--- src/sv/lrupr_pkg.sv ---
// Shared constants and update opcodes for the LRU page replacement block.
`timescale 1ns / 1ps

package lrupr_pkg;

  localparam int CFG_W        = 4;
  localparam int PAGE_FIELD_W = 16;
  localparam int SLOT_W       = 3;
  localparam int FAULT_W      = 32;
  localparam int OUT_DATA_W   = 40;

  localparam logic [CFG_W-1:0] FRAME_COUNT_RESET = 4'd8;

  // Broadcast from the control logic to every frame cell.
  typedef enum logic [1:0] {
    UPD_NONE,
    UPD_TOUCH,
    UPD_FILL,
    UPD_CLEAR
  } upd_op_t;

endpackage

--- src/sv/lrupr_cell.sv ---
// One frame cell: holds a resident page and its recency, scans and applies updates.
`timescale 1ns / 1ps

module lrupr_cell #(
  parameter int  IDX = 0,
  parameter int  IW  = 3,
  parameter int  RW  = 3,
  parameter int  CW  = 4,
  parameter int  PW  = 16,
  parameter type scan_t = logic,
  parameter type upd_t  = logic
) (
  input  logic          clk,
  input  logic          rst,
  input  logic [CW-1:0] act_cnt,
  input  scan_t         acc_in,
  output scan_t         acc_out,
  input  upd_t          upd
);
  import lrupr_pkg::*;

  localparam logic [IW-1:0] MY_IDX = IW'(IDX);
  localparam logic [CW-1:0] MY_POS = CW'(IDX);

  logic [PW-1:0] page;
  logic          valid;
  logic [RW-1:0] rank;
  logic          active;
  scan_t         acc_next;

  assign active = MY_POS < act_cnt;

  // Fold this frame into the record passing along the row.
  always_comb begin
    acc_next = acc_in;
    if (active) begin
      if (valid && page == acc_in.page && !acc_in.hit) begin
        acc_next.hit      = 1'b1;
        acc_next.hit_idx  = MY_IDX;
        acc_next.hit_rank = rank;
      end
      if (!valid && !acc_in.empty) begin
        acc_next.empty     = 1'b1;
        acc_next.empty_idx = MY_IDX;
      end
      // strict compare keeps the lower index on a tie
      if (IDX == 0 || (valid && rank < acc_in.min_rank)) begin
        acc_next.min_idx  = MY_IDX;
        acc_next.min_rank = rank;
      end
    end
  end

  always_ff @(posedge clk) begin
    if (rst) begin
      acc_out.vld <= 1'b0;
    end else begin
      acc_out <= acc_next;
    end
  end

  always_ff @(posedge clk) begin
    if (rst) begin
      valid <= 1'b0;
      rank  <= '0;
    end else begin
      unique case (upd.op)
        UPD_CLEAR: begin
          valid <= 1'b0;
          rank  <= '0;
        end
        UPD_TOUCH: begin
          if (upd.slot == MY_IDX) begin
            rank <= upd.new_rank;
          end else if (valid && rank > upd.old_rank) begin
            rank <= rank - 1'b1;
          end
        end
        UPD_FILL: begin
          if (upd.slot == MY_IDX) begin
            valid <= 1'b1;
            rank  <= upd.new_rank;
          end
        end
        UPD_NONE: begin
        end
        default: begin
        end
      endcase
    end
  end

  always_ff @(posedge clk) begin
    if ((upd.op == UPD_TOUCH || upd.op == UPD_FILL) && upd.slot == MY_IDX && upd.wr_page) begin
      page <= upd.page;
    end
  end

endmodule

--- src/sv/lru_page_replacement.sv ---
// Each reference passes as a record through the registered row of frame cells, then the
// finished-scan register, and then the output register that drives m_tvalid. The next reference is
// accepted only once the update for the current one has been applied after its record walks the row.
// A new reference is taken while the previous result still waits on the output.
// Reset (rst, synchronous) empties all frames, zeroes the fault count, sets frame_count to 8.
`timescale 1ns / 1ps

module lru_page_replacement #(
  parameter int MAX_FRAMES = 8,
  parameter int PAGE_BITS  = 16
) (
  input  logic                               clk,
  input  logic                               rst,
  input  logic                               cfg_we,
  input  logic [lrupr_pkg::CFG_W-1:0]        cfg_wdata,   // frame_count
  input  logic                               s_tvalid,
  output logic                               s_tready,
  input  logic [lrupr_pkg::PAGE_FIELD_W-1:0] s_tdata,     // page_number[15:0]
  input  logic                               s_tlast,     // last_reference
  output logic                               m_tvalid,
  input  logic                               m_tready,
  output logic [lrupr_pkg::OUT_DATA_W-1:0]   m_tdata,     // frame_slot[2:0], fault_count[34:3]
  output logic                               m_tuser,     // hit
  output logic                               m_tlast      // sequence_end
);
  import lrupr_pkg::*;

  localparam int IW = (MAX_FRAMES > 1) ? $clog2(MAX_FRAMES) : 1;
  localparam int RW = IW;
  localparam int CW = $clog2(MAX_FRAMES + 1);
  localparam int PW = PAGE_BITS;

  typedef struct packed {
    logic          vld;
    logic [PW-1:0] page;
    logic          hit;
    logic [IW-1:0] hit_idx;
    logic [RW-1:0] hit_rank;
    logic          empty;
    logic [IW-1:0] empty_idx;
    logic [IW-1:0] min_idx;
    logic [RW-1:0] min_rank;
  } scan_t;

  typedef struct packed {
    upd_op_t       op;
    logic [IW-1:0] slot;
    logic [RW-1:0] old_rank;
    logic [RW-1:0] new_rank;
    logic [PW-1:0] page;
    logic          wr_page;
  } upd_t;

  logic [CFG_W-1:0]   frame_count;
  logic [CW-1:0]      act_cnt;
  logic               busy;
  logic               last_q;
  scan_t              fin;
  logic               fin_vld;
  logic [CW-1:0]      vcount;
  logic [FAULT_W-1:0] faults;
  logic [FAULT_W-1:0] faults_next;
  logic               apply;
  logic               fill;
  logic [IW-1:0]      slot;
  logic [RW-1:0]      old_rank;
  upd_t               upd;
  scan_t              link [MAX_FRAMES+1];

  assign s_tready = !busy;

  // Zero means one frame; above the built capacity saturates.
  always_comb begin
    if (frame_count == '0) begin
      act_cnt = CW'(1);
    end else if (int'(frame_count) > MAX_FRAMES) begin
      act_cnt = CW'(MAX_FRAMES);
    end else begin
      act_cnt = CW'(frame_count);
    end
  end

  always_comb begin
    link[0]      = '0;
    link[0].vld  = s_tvalid && s_tready;
    link[0].page = PW'(s_tdata);
  end

  for (genvar i = 0; i < MAX_FRAMES; i++) begin : g_cell
    lrupr_cell #(
      .IDX    (i),
      .IW     (IW),
      .RW     (RW),
      .CW     (CW),
      .PW     (PW),
      .scan_t (scan_t),
      .upd_t  (upd_t)
    ) u_cell (
      .clk     (clk),
      .rst     (rst),
      .act_cnt (act_cnt),
      .acc_in  (link[i]),
      .acc_out (link[i+1]),
      .upd     (upd)
    );
  end

  // Decide on the finished scan: hit, fill an empty frame, or replace the oldest.
  assign apply = fin_vld && (!m_tvalid || m_tready);
  assign fill  = !fin.hit && fin.empty;

  always_comb begin
    priority if (fin.hit) begin
      slot     = fin.hit_idx;
      old_rank = fin.hit_rank;
    end else if (fin.empty) begin
      slot     = fin.empty_idx;
      old_rank = '0;
    end else begin
      slot     = fin.min_idx;
      old_rank = fin.min_rank;
    end
  end

  assign faults_next = (fin.hit || faults == '1) ? faults : faults + 1'b1;

  always_comb begin
    upd          = '0;
    upd.slot     = slot;
    upd.old_rank = old_rank;
    upd.new_rank = fill ? RW'(vcount) : RW'(vcount - 1'b1);
    upd.page     = fin.page;
    upd.wr_page  = !fin.hit;
    priority if (!apply) begin
      upd.op = UPD_NONE;
    end else if (last_q) begin
      upd.op = UPD_CLEAR;
    end else if (fill) begin
      upd.op = UPD_FILL;
    end else begin
      upd.op = UPD_TOUCH;
    end
  end

  always_ff @(posedge clk) begin
    if (rst) begin
      frame_count <= FRAME_COUNT_RESET;
      busy        <= 1'b0;
      fin_vld     <= 1'b0;
      m_tvalid    <= 1'b0;
      vcount      <= '0;
      faults      <= '0;
    end else begin
      if (cfg_we) begin
        frame_count <= cfg_wdata;
      end
      if (s_tvalid && s_tready) begin
        busy <= 1'b1;
      end
      if (link[MAX_FRAMES].vld) begin
        fin_vld <= 1'b1;
      end
      if (apply) begin
        fin_vld  <= 1'b0;
        busy     <= 1'b0;
        m_tvalid <= 1'b1;
        if (last_q) begin
          faults <= '0;
          vcount <= '0;
        end else begin
          faults <= faults_next;
          if (fill) begin
            vcount <= vcount + 1'b1;
          end
        end
      end else if (m_tready) begin
        m_tvalid <= 1'b0;
      end
    end
  end

  // Payload registers: hold the item's last flag, the finished scan record and the output payload.
  always_ff @(posedge clk) begin
    if (s_tvalid && s_tready) begin
      last_q <= s_tlast;
    end
    if (link[MAX_FRAMES].vld) begin
      fin <= link[MAX_FRAMES];
    end
    if (apply) begin
      m_tdata <= {(OUT_DATA_W - FAULT_W - SLOT_W)'(0), faults_next, SLOT_W'(slot)};
      m_tuser <= fin.hit;
      m_tlast <= last_q;
    end
  end

endmodule
--- config.mk ---
export PLATFORM = sky130hd
export DESIGN_NAME = lru_page_replacement
export DESIGN_NICKNAME = d
export VERILOG_FILES = /design/src/sv/lrupr_pkg.sv /design/src/sv/lrupr_cell.sv /design/src/sv/lru_page_replacement.sv
export SDC_FILE = /design/constraint.sdc
export NUM_CORES = 1
export LEC_CHECK = 0
export BUFFER_PORTS_ARGS = -buffer_cell sky130_fd_sc_hd__buf_4
export CORE_MARGIN = 2
export CORE_UTILIZATION = 30
export CTS_CLUSTER_DIAMETER = 80
export DETAILED_ROUTE_END_ITERATION = 6
export GPL_ROUTABILITY_DRIVEN = 0
export SLEW_MARGIN = 15
export SYNTH_ARGS = -nofsm -noshare
export SYNTH_HDL_FRONTEND = slang
export SYNTH_SLANG_ARGS = --single-unit
--- constraint.sdc ---
create_clock -name clk -period 24.2 [get_ports clk]
set_input_delay 7.26 -clock clk [delete_from_list [all_inputs] [get_ports clk]]
set_output_delay 7.26 -clock clk [all_outputs]
set_load 0.02 [all_outputs]
### Word-level counts from Yosys, hierarchy flattened

Cells that the tools add are included.

| word-level totals | value |
|---|---|
| register bits after elaboration | 546 |
| input port bits | 26 |
| logic and storage cells | 386 |

| operators by class | value |
|---|---|
| $add $sub $neg | 11 |
| order comparisons | 24 |
| equality and inequality tests | 35 |
| muxes and demuxes | 94 |
| reductions and logical operators | 108 |

Operators with widths:

| kind | number |
|---|---|
| 16-bit == test | 8 |
| 17-bit 2-to-1 mux | 7 |
| 3-bit 2-to-1 mux | 29 |
| 3-bit one-hot mux with 3 select lines | 8 |
| 32-bit 2-to-1 mux | 2 |
| 1-bit logical AND | 56 |
| 7-bit 2-to-1 mux | 8 |
| 4-bit 2-to-1 mux | 12 |
| 6-bit 2-to-1 mux | 7 |
| 32-bit by 1-bit adder with 32-bit output, second input constant | 1 |
| 32-bit == test, second input constant | 1 |
| 3-bit by 1-bit subtractor with 3-bit output, second input constant | 9 |
| 3-bit greater-than comparator | 8 |
| 1-bit logical NOT | 24 |
| 3-bit by 1-bit inequality test with 1-bit output, second input constant | 8 |
| 3-bit AND reduction | 8 |
| 3-bit < comparator | 7 |
| 2-bit AND reduction | 10 |
| 3-bit by 4-bit < comparator with 1-bit output, first input constant | 4 |
| 2-bit by 1-bit inequality test with 1-bit output, second input constant | 8 |
| 1-bit one-hot mux with 2 select lines | 8 |
| 3-bit == test, second input constant | 4 |
| 1-bit 2-to-1 mux | 10 |
| 1-bit by 4-bit < comparator with 1-bit output, first input constant | 2 |
| 14 further kinds | 23 |

### Depth between registers and ports, before layout

Gate-level depths: netlist of run 1.

| logic depth | value |
|---|---|
| depth after elaboration | 9 |
| mapped depth | 13 |
| mapped depth without buffers | 12 |

### Cells and area by module

From an unflattened synthesis of run 1, not the netlist that was laid out.

| unflattened totals | value |
|---|---|
| cell total of the unflattened synthesis | 1,712 |
| area total of the unflattened synthesis | 23,739.0 um^2 |

Modules (own cells, without submodules):

| module | instances | cells an instance | area each (um^2) |
|---|---|---|---|
| lru_page_replacement | 1 | 482 | 5,313.8 |
| lrupr_cell at g_cell[1].u_cell | 1 | 156 | 2,322.2 |
| lrupr_cell at g_cell[4].u_cell | 1 | 156 | 2,316.0 |
| lrupr_cell at g_cell[6].u_cell | 1 | 154 | 2,308.5 |
| lrupr_cell at g_cell[3].u_cell | 1 | 157 | 2,306.0 |
| lrupr_cell at g_cell[2].u_cell | 1 | 154 | 2,301.0 |
| lrupr_cell at g_cell[5].u_cell | 1 | 153 | 2,298.5 |
| lrupr_cell at g_cell[7].u_cell | 1 | 151 | 2,292.2 |
| lrupr_cell at g_cell[0].u_cell | 1 | 149 | 2,280.9 |

### Worst setup path after synthesis of run 1

Ideal clock, no wire load.

| timing path | value |
|---|---|
| path kind | input to register |
| start | input port rst |
| end | register g_cell[7].u_cell.rank[0] |
| setup time | 0.103 ns |
| arrival | 14.945 ns |
| data required time | 24.097 ns |
| slack | 9.153 ns |
| stages on the path | 5 |
| path through | clkbuf_1 clkinv_1 clkbuf_1 o211ai_1 o31ai_1 |

RTL lines:

| what | RTL line | source |
|---|---|---|
| start, declared | lru_page_replacement.sv:13 | `input logic rst,` |
| end signal, assigned | lrupr_cell.sv:74 | `rank <= upd.new_rank;` |
| end signal, assigned | lrupr_cell.sv:76 | `rank <= rank - 1'b1;` |
| end signal, assigned | lrupr_cell.sv:82 | `rank <= upd.new_rank;` |
| end, declared | lrupr_cell.sv:27 | `logic [RW-1:0] rank;` |

### Worst setup path in the final report of run 1

| timing path | value |
|---|---|
| start | input port m_tready |
| end | register g_cell[1].u_cell.rank[1] |

| on the way | value |
|---|---|
| longest elaborated chain between the ends | 6 |

Ends and longest elaborated chain:

| what | RTL line | source |
|---|---|---|
| start, declared | lru_page_replacement.sv:21 | `input logic m_tready,` |
| 1-bit logical OR (*) | lru_page_replacement.sv:109 | `assign apply = fin_vld && (!m_tvalid \|\| m_tready);` |
| 1-bit logical AND (*) | lru_page_replacement.sv:109 |  |
| net apply | lru_page_replacement.sv:63 | `logic apply;` |
| 2-bit 2-to-1 mux (*) | lru_page_replacement.sv:134 | `priority if (!apply) begin` |
| 2-bit by 1-bit == test with 1-bit output or 2-bit == test (tied branches) | lrupr_cell.sv:67 | `unique case (upd.op)` |
| 3-bit by 1-bit inequality test with 1-bit output (no source line) (tied with other cells) | n/a |  |
| 3-bit AND reduction (no source line) | n/a |  |
| end signal, assigned | lrupr_cell.sv:74 |  |
| end signal, assigned | lrupr_cell.sv:76 |  |
| end signal, assigned | lrupr_cell.sv:82 |  |
| end, declared | lrupr_cell.sv:27 |  |

Mark *: on every way through the listed nets, which the timed path passes. The rest lies on a longest branch.
A chain may end at the register's enable or synchronous reset.

==> run summary, run 1 <==
Initial antenna violation count: 0
Post-synth top cells: 442 x edfxtp_1, 88 x xor2_1, 82 x dfxtp_1
Total grt overflow: 0
Total negative slack: 0 ns
Synth Flop Type: edfxtp_1
Clock tree buffer depth: 3
Row count: 98
Hold depth: 0
Die area: 74,100 sq um
Hpwl dp: 32,600 um
Root Driver: clkbuf_16
Yosys top cell area share: 61.5%
Clock network fraction of design power: 43.5%
Pleak: 8.50 nW
Switching Share: 21.2%
Worst hold start: g_cell[7].u_cell.acc_out[11]
Max Fclk: 89.8 MHz
Skew final: 0.0658 ns
Worst-Margin Slew: 1.30 ns
Required @ worst endpoint: 24.74 ns
First-pass GRT wire length: 72,800 um
Num ports: 70
Post-synth EDFFs: 442
Yosys warns: 0
Syn Std Cell Area: 21,600 sq um
Crit Reg-Reg Endpoint: g_cell[1].u_cell.rank[1]
Pwr per Cell Area: 74.9 nW/um^2
Chip height: 272 um
Area Overhead vs Synth: 15.5%
Final ANT Viol Nets: 0
GRT Max-Usage Layer: met2
Per-cell routed wire length: 18.0 um
Crit path time final: 11.13 ns
FFs w/ async S/R, synth: 0%
Starting Density: 30.2%
Global-route usage over all layers: 12.5%
Crit path kind: input port to flop
Share of cells above drive strength 1: 14.0%
Via count: 12,500
Max Cap Viol: 0
Met1 Track Usage GR: 16.9%
Violated checks: design-rule violations
FF+latch count, synth: 524
Clk slew on worst S/H paths: 0.06 ns
Ant. Diodes: 0
Drt via density: 4.81
CTS tree: done
Final WL: 47,000 um
Syn_area_per_cell: 14.1 sq um
First DRT Iteration DRCs: 1,143
Residual DRC: 2
Hold-fix buffers at CTS: 0
Crit start category: input port
M3 GR Usage: 2.39%
Setup bufs post-CTS: 0
Internal Power: 1.47 mW
Core Footprint: 71,400 sq um
Clock Sinks: 524
Ranking of synthesized cells by area: edfxtp_1 62%, dfxtp_1 7.6%, xor2_1 3.6%
Pre-CTS setup slack: 12.49 ns
Setup-failing EPs final: 0
Setup crit end kind: flop
DIE WIDTH: 272 um
Skew-Pair Late Insertion Delay: 0.63 ns
WP data arrival: 11.67 ns
H-tree depth: 2
# port buffers: 64
Hold Path End: fin[11]
Sequential Power Share: 54.3%
Nets: 1,678
Final Hold Viols: 0
R2R setup slack: 19.49 ns
Final Worst Setup Slack: 13.07 ns
Worst IR drop on VDD: 59.4 uV
Max_slew headroom: 12.8%
TritonCTS Buffers: 54
Vias in the first global route: 12,600
Worst-path fanout max: 46
Outcome: complete, but fails checks
Largest area contributor in the netlist: edfxtp_1
Slew Limit Fails: 0
Sequential share of the synthesized area: 69.1%
Largest net degree at the start of global routing: 120
Post-Syn Instances: 1,529
Count leader, synth: edfxtp_1
Worst r2r path cells: 12
Unrepaired setup endpoints after global routing: false
Met2 Use GR: 19.9%
Yosys cell types: 69
# resized after CTS: 0
RR Startpoint: m_tvalid
Path category of the worst min-delay check: flop to flop
Logic pwr share: 2.2%
Psw: 395 uW
DRT Pass-1 Iters: 7
Tcrit/Tclk final: 46.0%
-- per-layer routing --
layer / part of all wire, % / up-vias
li1: - / 5881
met1: 45 / 6128
met2: 46 / 432
met3: 5.9 / 108
met4: 3.1 / 0
met5: 0 / -
-- placed cells by master, fill, tap and decap left out, types with 8 or more instances in the layout --
master     count
clkinv_1      12
xnor2_1       81
mux2_2        27
dfxtp_1       81
buf_4         80
nor2b_1       21
a21boi_0       8
and2_1        14
nand2b_1      25
nand3_1       34
nand2_1       77
ha_1          37
nor4_1        26
nor3_1        38
a31oi_1       19
and3_1        10
o31ai_1       21
clkbuf_16     54
a21oi_1       43
a211oi_1       8
o21ai_0       51
a32oi_1        8
or2_2         20
xor2_1        88
edfxtp_1     442
nor2_1        78
clkinv_2       9
mux2i_1       19
inv_1         53
clkbuf_1       8
nand4_1       22
o211ai_1      14
-- power by group through the flow --
stage	clock network (mW)	logic (mW)	registers, mW
floorplan	0	0.0292	1.03
global placement	0	0.0411	1.03
detailed placement	0	0.0422	1.03
CTS	0.834	0.0425	1.01
global route	0.868	0.0461	1.02
finish	0.812	0.0417	1.01
-- how the worst max path moves through the flow --
| stage | slack, ns | end | from | depth (start not counted) |
|---|---|---|---|---|
| 3_3_place_gp | 12.67 | g_cell[2].u_cell.page[13] | m_tready | 8 |
| 3_5_place_dp | 12.49 | g_cell[2].u_cell.page[5] | m_tready | 8 |
| 2_1_floorplan | 9.15 | g_cell[7].u_cell.rank[0] | rst | 5 |
| 5_1_grt | 12.82 | g_cell[1].u_cell.rank[1] | m_tready | 13 |
| 6_report | 13.07 | g_cell[1].u_cell.rank[1] | m_tready | 13 |
| 4_1_cts | 13.15 | g_cell[2].u_cell.page[2] | m_tready | 8 |
-- area by class of cell --
| type | instances | area (sq um) |
|---|---|---|
| inverter | 55 | 214 |
| fill | 6881 | 46500 |
| timing repair buffer | 80 | 601 |
| tap | 950 | 1190 |
| clock inverter | 37 | 352 |
| clock buffer | 64 | 1410 |
| sequential | 524 | 14900 |
| multi-input combinational | 900 | 6230 |
-- state kept, by name, indices dropped and copies added (netlist names) --
signal	cells
g_cell.u_cell.acc_out	251
g_cell.u_cell.page	128
m_tdata	35
fin	33
faults	32
g_cell.u_cell.rank	24
g_cell.u_cell.valid	8
frame_count	4
vcount	3
busy	1
fin_vld	1
last_q	1
m_tlast	1
m_tuser	1
m_tvalid	1
-- cells by family (layout without fill, tap and decap cells) --
group	after synthesis	after routing	share of synthesized area, %
adder cells (fa/ha/maj)	37	37	2.15
XOR/XNOR	169	169	6.86
multiplexers	46	46	2.29
buffers and inverters	109	236	2.12
flip-flops	524	524	69.1
AND/OR/NAND/NOR	410	410	10.1
AO/OA/AOI/OAI	233	233	7.34
other	1	5	0.0174
-- critical path: stages --
cell and delay, ns:
buf_4 0.07, nand2b_1 0.11, nand2_1 0.37, inv_2 0.89, o21ai_0 0.45, inv_1 0.18
ha_1 0.55, inv_1 0.18, a211oi_1 1.04, nand2_1 0.17, o311ai_0 0.14, mux2i_1 0.11
nor2_1 0.12
-- stage by stage --
step / hold WS [ns] / cell area [sq um] / std cells / util (%) / total power [mW]
finish: 0.367 / 24900 / 2610 / 34.9 / 1.87
global route: 0.375 / 24900 / 2610 / 34.9 / 1.93
floorplan: 0.400 / 21600 / 1533 / - / 1.06
detailed placement: 0.405 / 23100 / 2509 / 32.4 / 1.08
CTS: 0.379 / 24900 / 2610 / 34.9 / 1.89
global placement: 0.401 / 23100 / 2509 / 32.4 / 1.07
Power figures use the tool's default switching activity.
==> run 2, diff against run 1 <==
==> constraint.sdc (replaced) <==
create_clock -name clk -period 10.85 [get_ports clk]
set_input_delay 3.255 -clock clk [delete_from_list [all_inputs] [get_ports clk]]
set_output_delay 3.255 -clock clk [all_outputs]
set_load 0.02 [all_outputs]
==> run 2 against run 1 <==
Compared with the run above: the flow now finishes without violations; power rose by 120%; critical path depth fell by 1; core utilization decreased by 0.19 points; critical endpoint is now g_cell[1].u_cell.rank[0]; highest routed layer unchanged.
==> run summary, run 2 (synthesized netlist as in run 1, its figures left out) <==
TritonCTS Buffers: 54 (unchanged)
Path category of the worst min-delay check: flop to flop
Vias in the first global route: 12,900 (+1.9%)
Nets: 1,678 (unchanged)
Per-cell routed wire length: 17.9 um (-0.39%)
Core Footprint: 71,400 sq um (unchanged)
RR Startpoint: m_tvalid
Design area: 24,800 sq um (-0.54%)
Most frequent CP cell: nor2_1
Worst-Margin Slew: 1.08 ns (-0.222 ns)
Family with the most delay on the worst path: compound AO/OA/AOI/OAI gates
Internal Power: 3.20 mW (+120%)
Max_slew headroom: 28.1% (+15 points)
Biggest regs: g_cell.u_cell.acc_out: 251 flops, g_cell.u_cell.page: 128 flops, m_tdata: 35 flops
Max Fclk: 143 MHz
Root Driver: clkbuf_16
Fin Hold WS: 0.419 ns (+0.0523 ns)
CTS tree: done
Hpwl dp: 32,700 um (+0.32%)
Outcome: completed
Max FFs per register: 251 (unchanged)
Most common cell after layout, fill and taps aside: edfxtp_1
Share of cells above drive strength 1: 13.8% (-0.25 points)
Psw: 863 uW (+120%)
Row count: 98 (unchanged)
# resized after CTS: 0 (unchanged)
Initial antenna violation count: 0 (unchanged)
Total Power: 4.07 mW (+120%)
Dpl cell area: 23,100 sq um (unchanged)
Worst-path fanout max: 46 (unchanged)
Final core utilization: 34.7% (-0.19 points)
Layout fillers: 6,879 (-0.029%)
CP max-delay cell: inv_2
Max Cap Viol: 0 (unchanged)
First-pass GRT wire length: 73,700 um (+1.3%)
Pwr per Cell Area: 164 nW/um^2 (+120%)
Setup-failing EPs final: 0 (unchanged)
Global-route usage over all layers: 12.7% (+0.20 points)
WP data arrival: 7.45 ns (-4.22 ns)
Crit start category: input port
Die area: 74,100 sq um (unchanged)
Via count: 12,600 (+0.61%)
Pleak: 8.45 nW (-0.50%)
Area Overhead vs Synth: 14.8%
Logic pwr share: 2.3% (about the same)
Worst hold start: g_cell[7].u_cell.acc_out[3]
Clock Sinks: 524 (unchanged)
DIE WIDTH: 272 um (unchanged)
Highest cell delay on the worst timing path: 0.86 ns (-0.18 ns)
Final Hold Viols: 0 (unchanged)
DRT Pass-1 Iters: 5 (-2)
# port buffers: 64 (unchanged)
First DRT Iteration DRCs: 997 (-13%)
Crit path time final: 6.98 ns
Total grt overflow: 0 (unchanged)
Switching Share: 21.2% (+0.032 points)
Required @ worst endpoint: 11.32 ns (-13.42 ns)
Skew final: 0.0450 ns (-0.0208 ns)
Most frequent cells in the layout: 442 x edfxtp_1, 88 x xor2_1, 81 x xnor2_1, 81 x dfxtp_1, 80 x buf_4
Chip height: 272 um (unchanged)
Hold-fix buffers at CTS: 0 (unchanged)
Hold Path End: fin[3]
Ant. Diodes: 0 (unchanged)
Clk slew on worst S/H paths: 0.06 ns (about the same)
Crit path kind: input port to flop
Worst IR drop on VDD: 111 uV (+87%)
Slew Limit Fails: 0 (unchanged)
Crit Reg-Reg Endpoint: g_cell[1].u_cell.rank[0]
Tcrit/Tclk final: 64.3%
Setup bufs post-CTS: 0 (unchanged)
R2R setup slack: 6.30 ns (-13.19 ns)
H-tree depth: 2 (unchanged)
Drt via density: 4.84 (+0.58%)
Sequential Power Share: 55.6% (+1.3 points)
Clock tree buffer depth: 3 (unchanged)
Total negative slack: 0 ns (unchanged)
Worst r2r path cells: 11 (-1)
Unrepaired setup endpoints after global routing: false
WP buf/inv: 3 (-1)
Setup crit end kind: flop
Final WL: 46,800 um (-0.35%)
Largest net degree at the start of global routing: 121 (+0.83%)
CP cell instances: buf_4 -> nand2b_1 -> nand2_1 -> inv_2 -> o21ai_0 -> inv_1 -> ha_1 -> nor2_1 -> o211a_1 -> a221oi_1 -> mux2i_1 -> nor2_1
Hold depth: 0 (unchanged)
Residual DRC: 0 (-2)
Final ANT Viol Nets: 0 (unchanged)
Clock network fraction of design power: 42.1% (-1.4 points)
Starting Density: 30.2% (unchanged)
Num ports: 70 (unchanged)
Top reg by flops: g_cell.u_cell.acc_out
Skew-Pair Late Insertion Delay: 0.62 ns (about the same)
run 2: cell types whose count changed in the layout (fill, tap and decap cells not counted):
| cell | delta |
|---|---|
| clkbuf_1 | +11 |
| clkinv_16 | -1 |
| clkinv_2 | +6 |
| inv_6 | +2 |
| clkinv_4 | -1 |
| clkinv_1 | -6 |
| clkinv_8 | -1 |
| inv_8 | -1 |
| clkbuf_8 | -1 |
| bufinv_16 | -3 |
| clkinvlp_4 | -4 |
run 2: cell type report:
type	count	area, sq um	share of cell area (%)
Multi-Input combinational cell	900	6230	25.1
Clock inverter	28	190	0.768
Clock buffer	74	1440	5.80
Inverter	55	214	0.864
Sequential cell	524	14900	60.2
Tap cell	950	1190	4.80
Timing Repair Buffer	80	601	2.42
run 2: worst register-to-register path, delay by kind of cell, from the launching register on:
kind            cells  cell delay (ns)
simple gates        4             0.79
fa+ha+maj           1             0.56
compound gates      3             1.37
flops               1             0.31
buf+inv             2             1.06
mux                 1             0.30
run 2: layer usage:
metal  up-vias  track usage, %  routed length (um)
li1       5899               -                   -
met1      6158            17.2               21000
met2       431            20.0               21300
met3       138            2.31                2670
met4         0            5.52                1870
met5         -               0                   0
run 2: per-stage QoR:
| step | worst slack (ns) | cells |
|---|---|---|
| floorplan | 3.39 | 1533 |
| global placement | 3.32 | 2509 |
| detailed placement | 3.15 | 2509 |
| CTS | 3.81 | 2611 |
| global route | 3.52 | 2611 |
| finish | 3.87 | 2611 |
run 2: worst max path at each step:
stage | from | to | slack [ns] | cells past startpoint
after floorplan | m_tready | g_cell[3].u_cell.page[0] | 3.39 | 8
final | m_tready | g_cell[1].u_cell.rank[0] | 3.87 | 12
after global routing | m_tready | g_cell[1].u_cell.rank[0] | 3.52 | 12
after CTS | m_tready | g_cell[2].u_cell.page[3] | 3.81 | 8
after detailed placement | m_tready | g_cell[2].u_cell.page[13] | 3.15 | 8
after global placement | m_tready | g_cell[2].u_cell.page[9] | 3.32 | 8
run 2: power groups by stage:
stage	clock network (mW)	logic [mW]	registers, mW
6_report	1.71	0.0935	2.26
4_1_cts	1.76	0.0952	2.26
2_1_floorplan	0	0.0652	2.30
5_1_grt	1.84	0.104	2.27
3_3_place_gp	0	0.0920	2.30
3_5_place_dp	0	0.0948	2.30
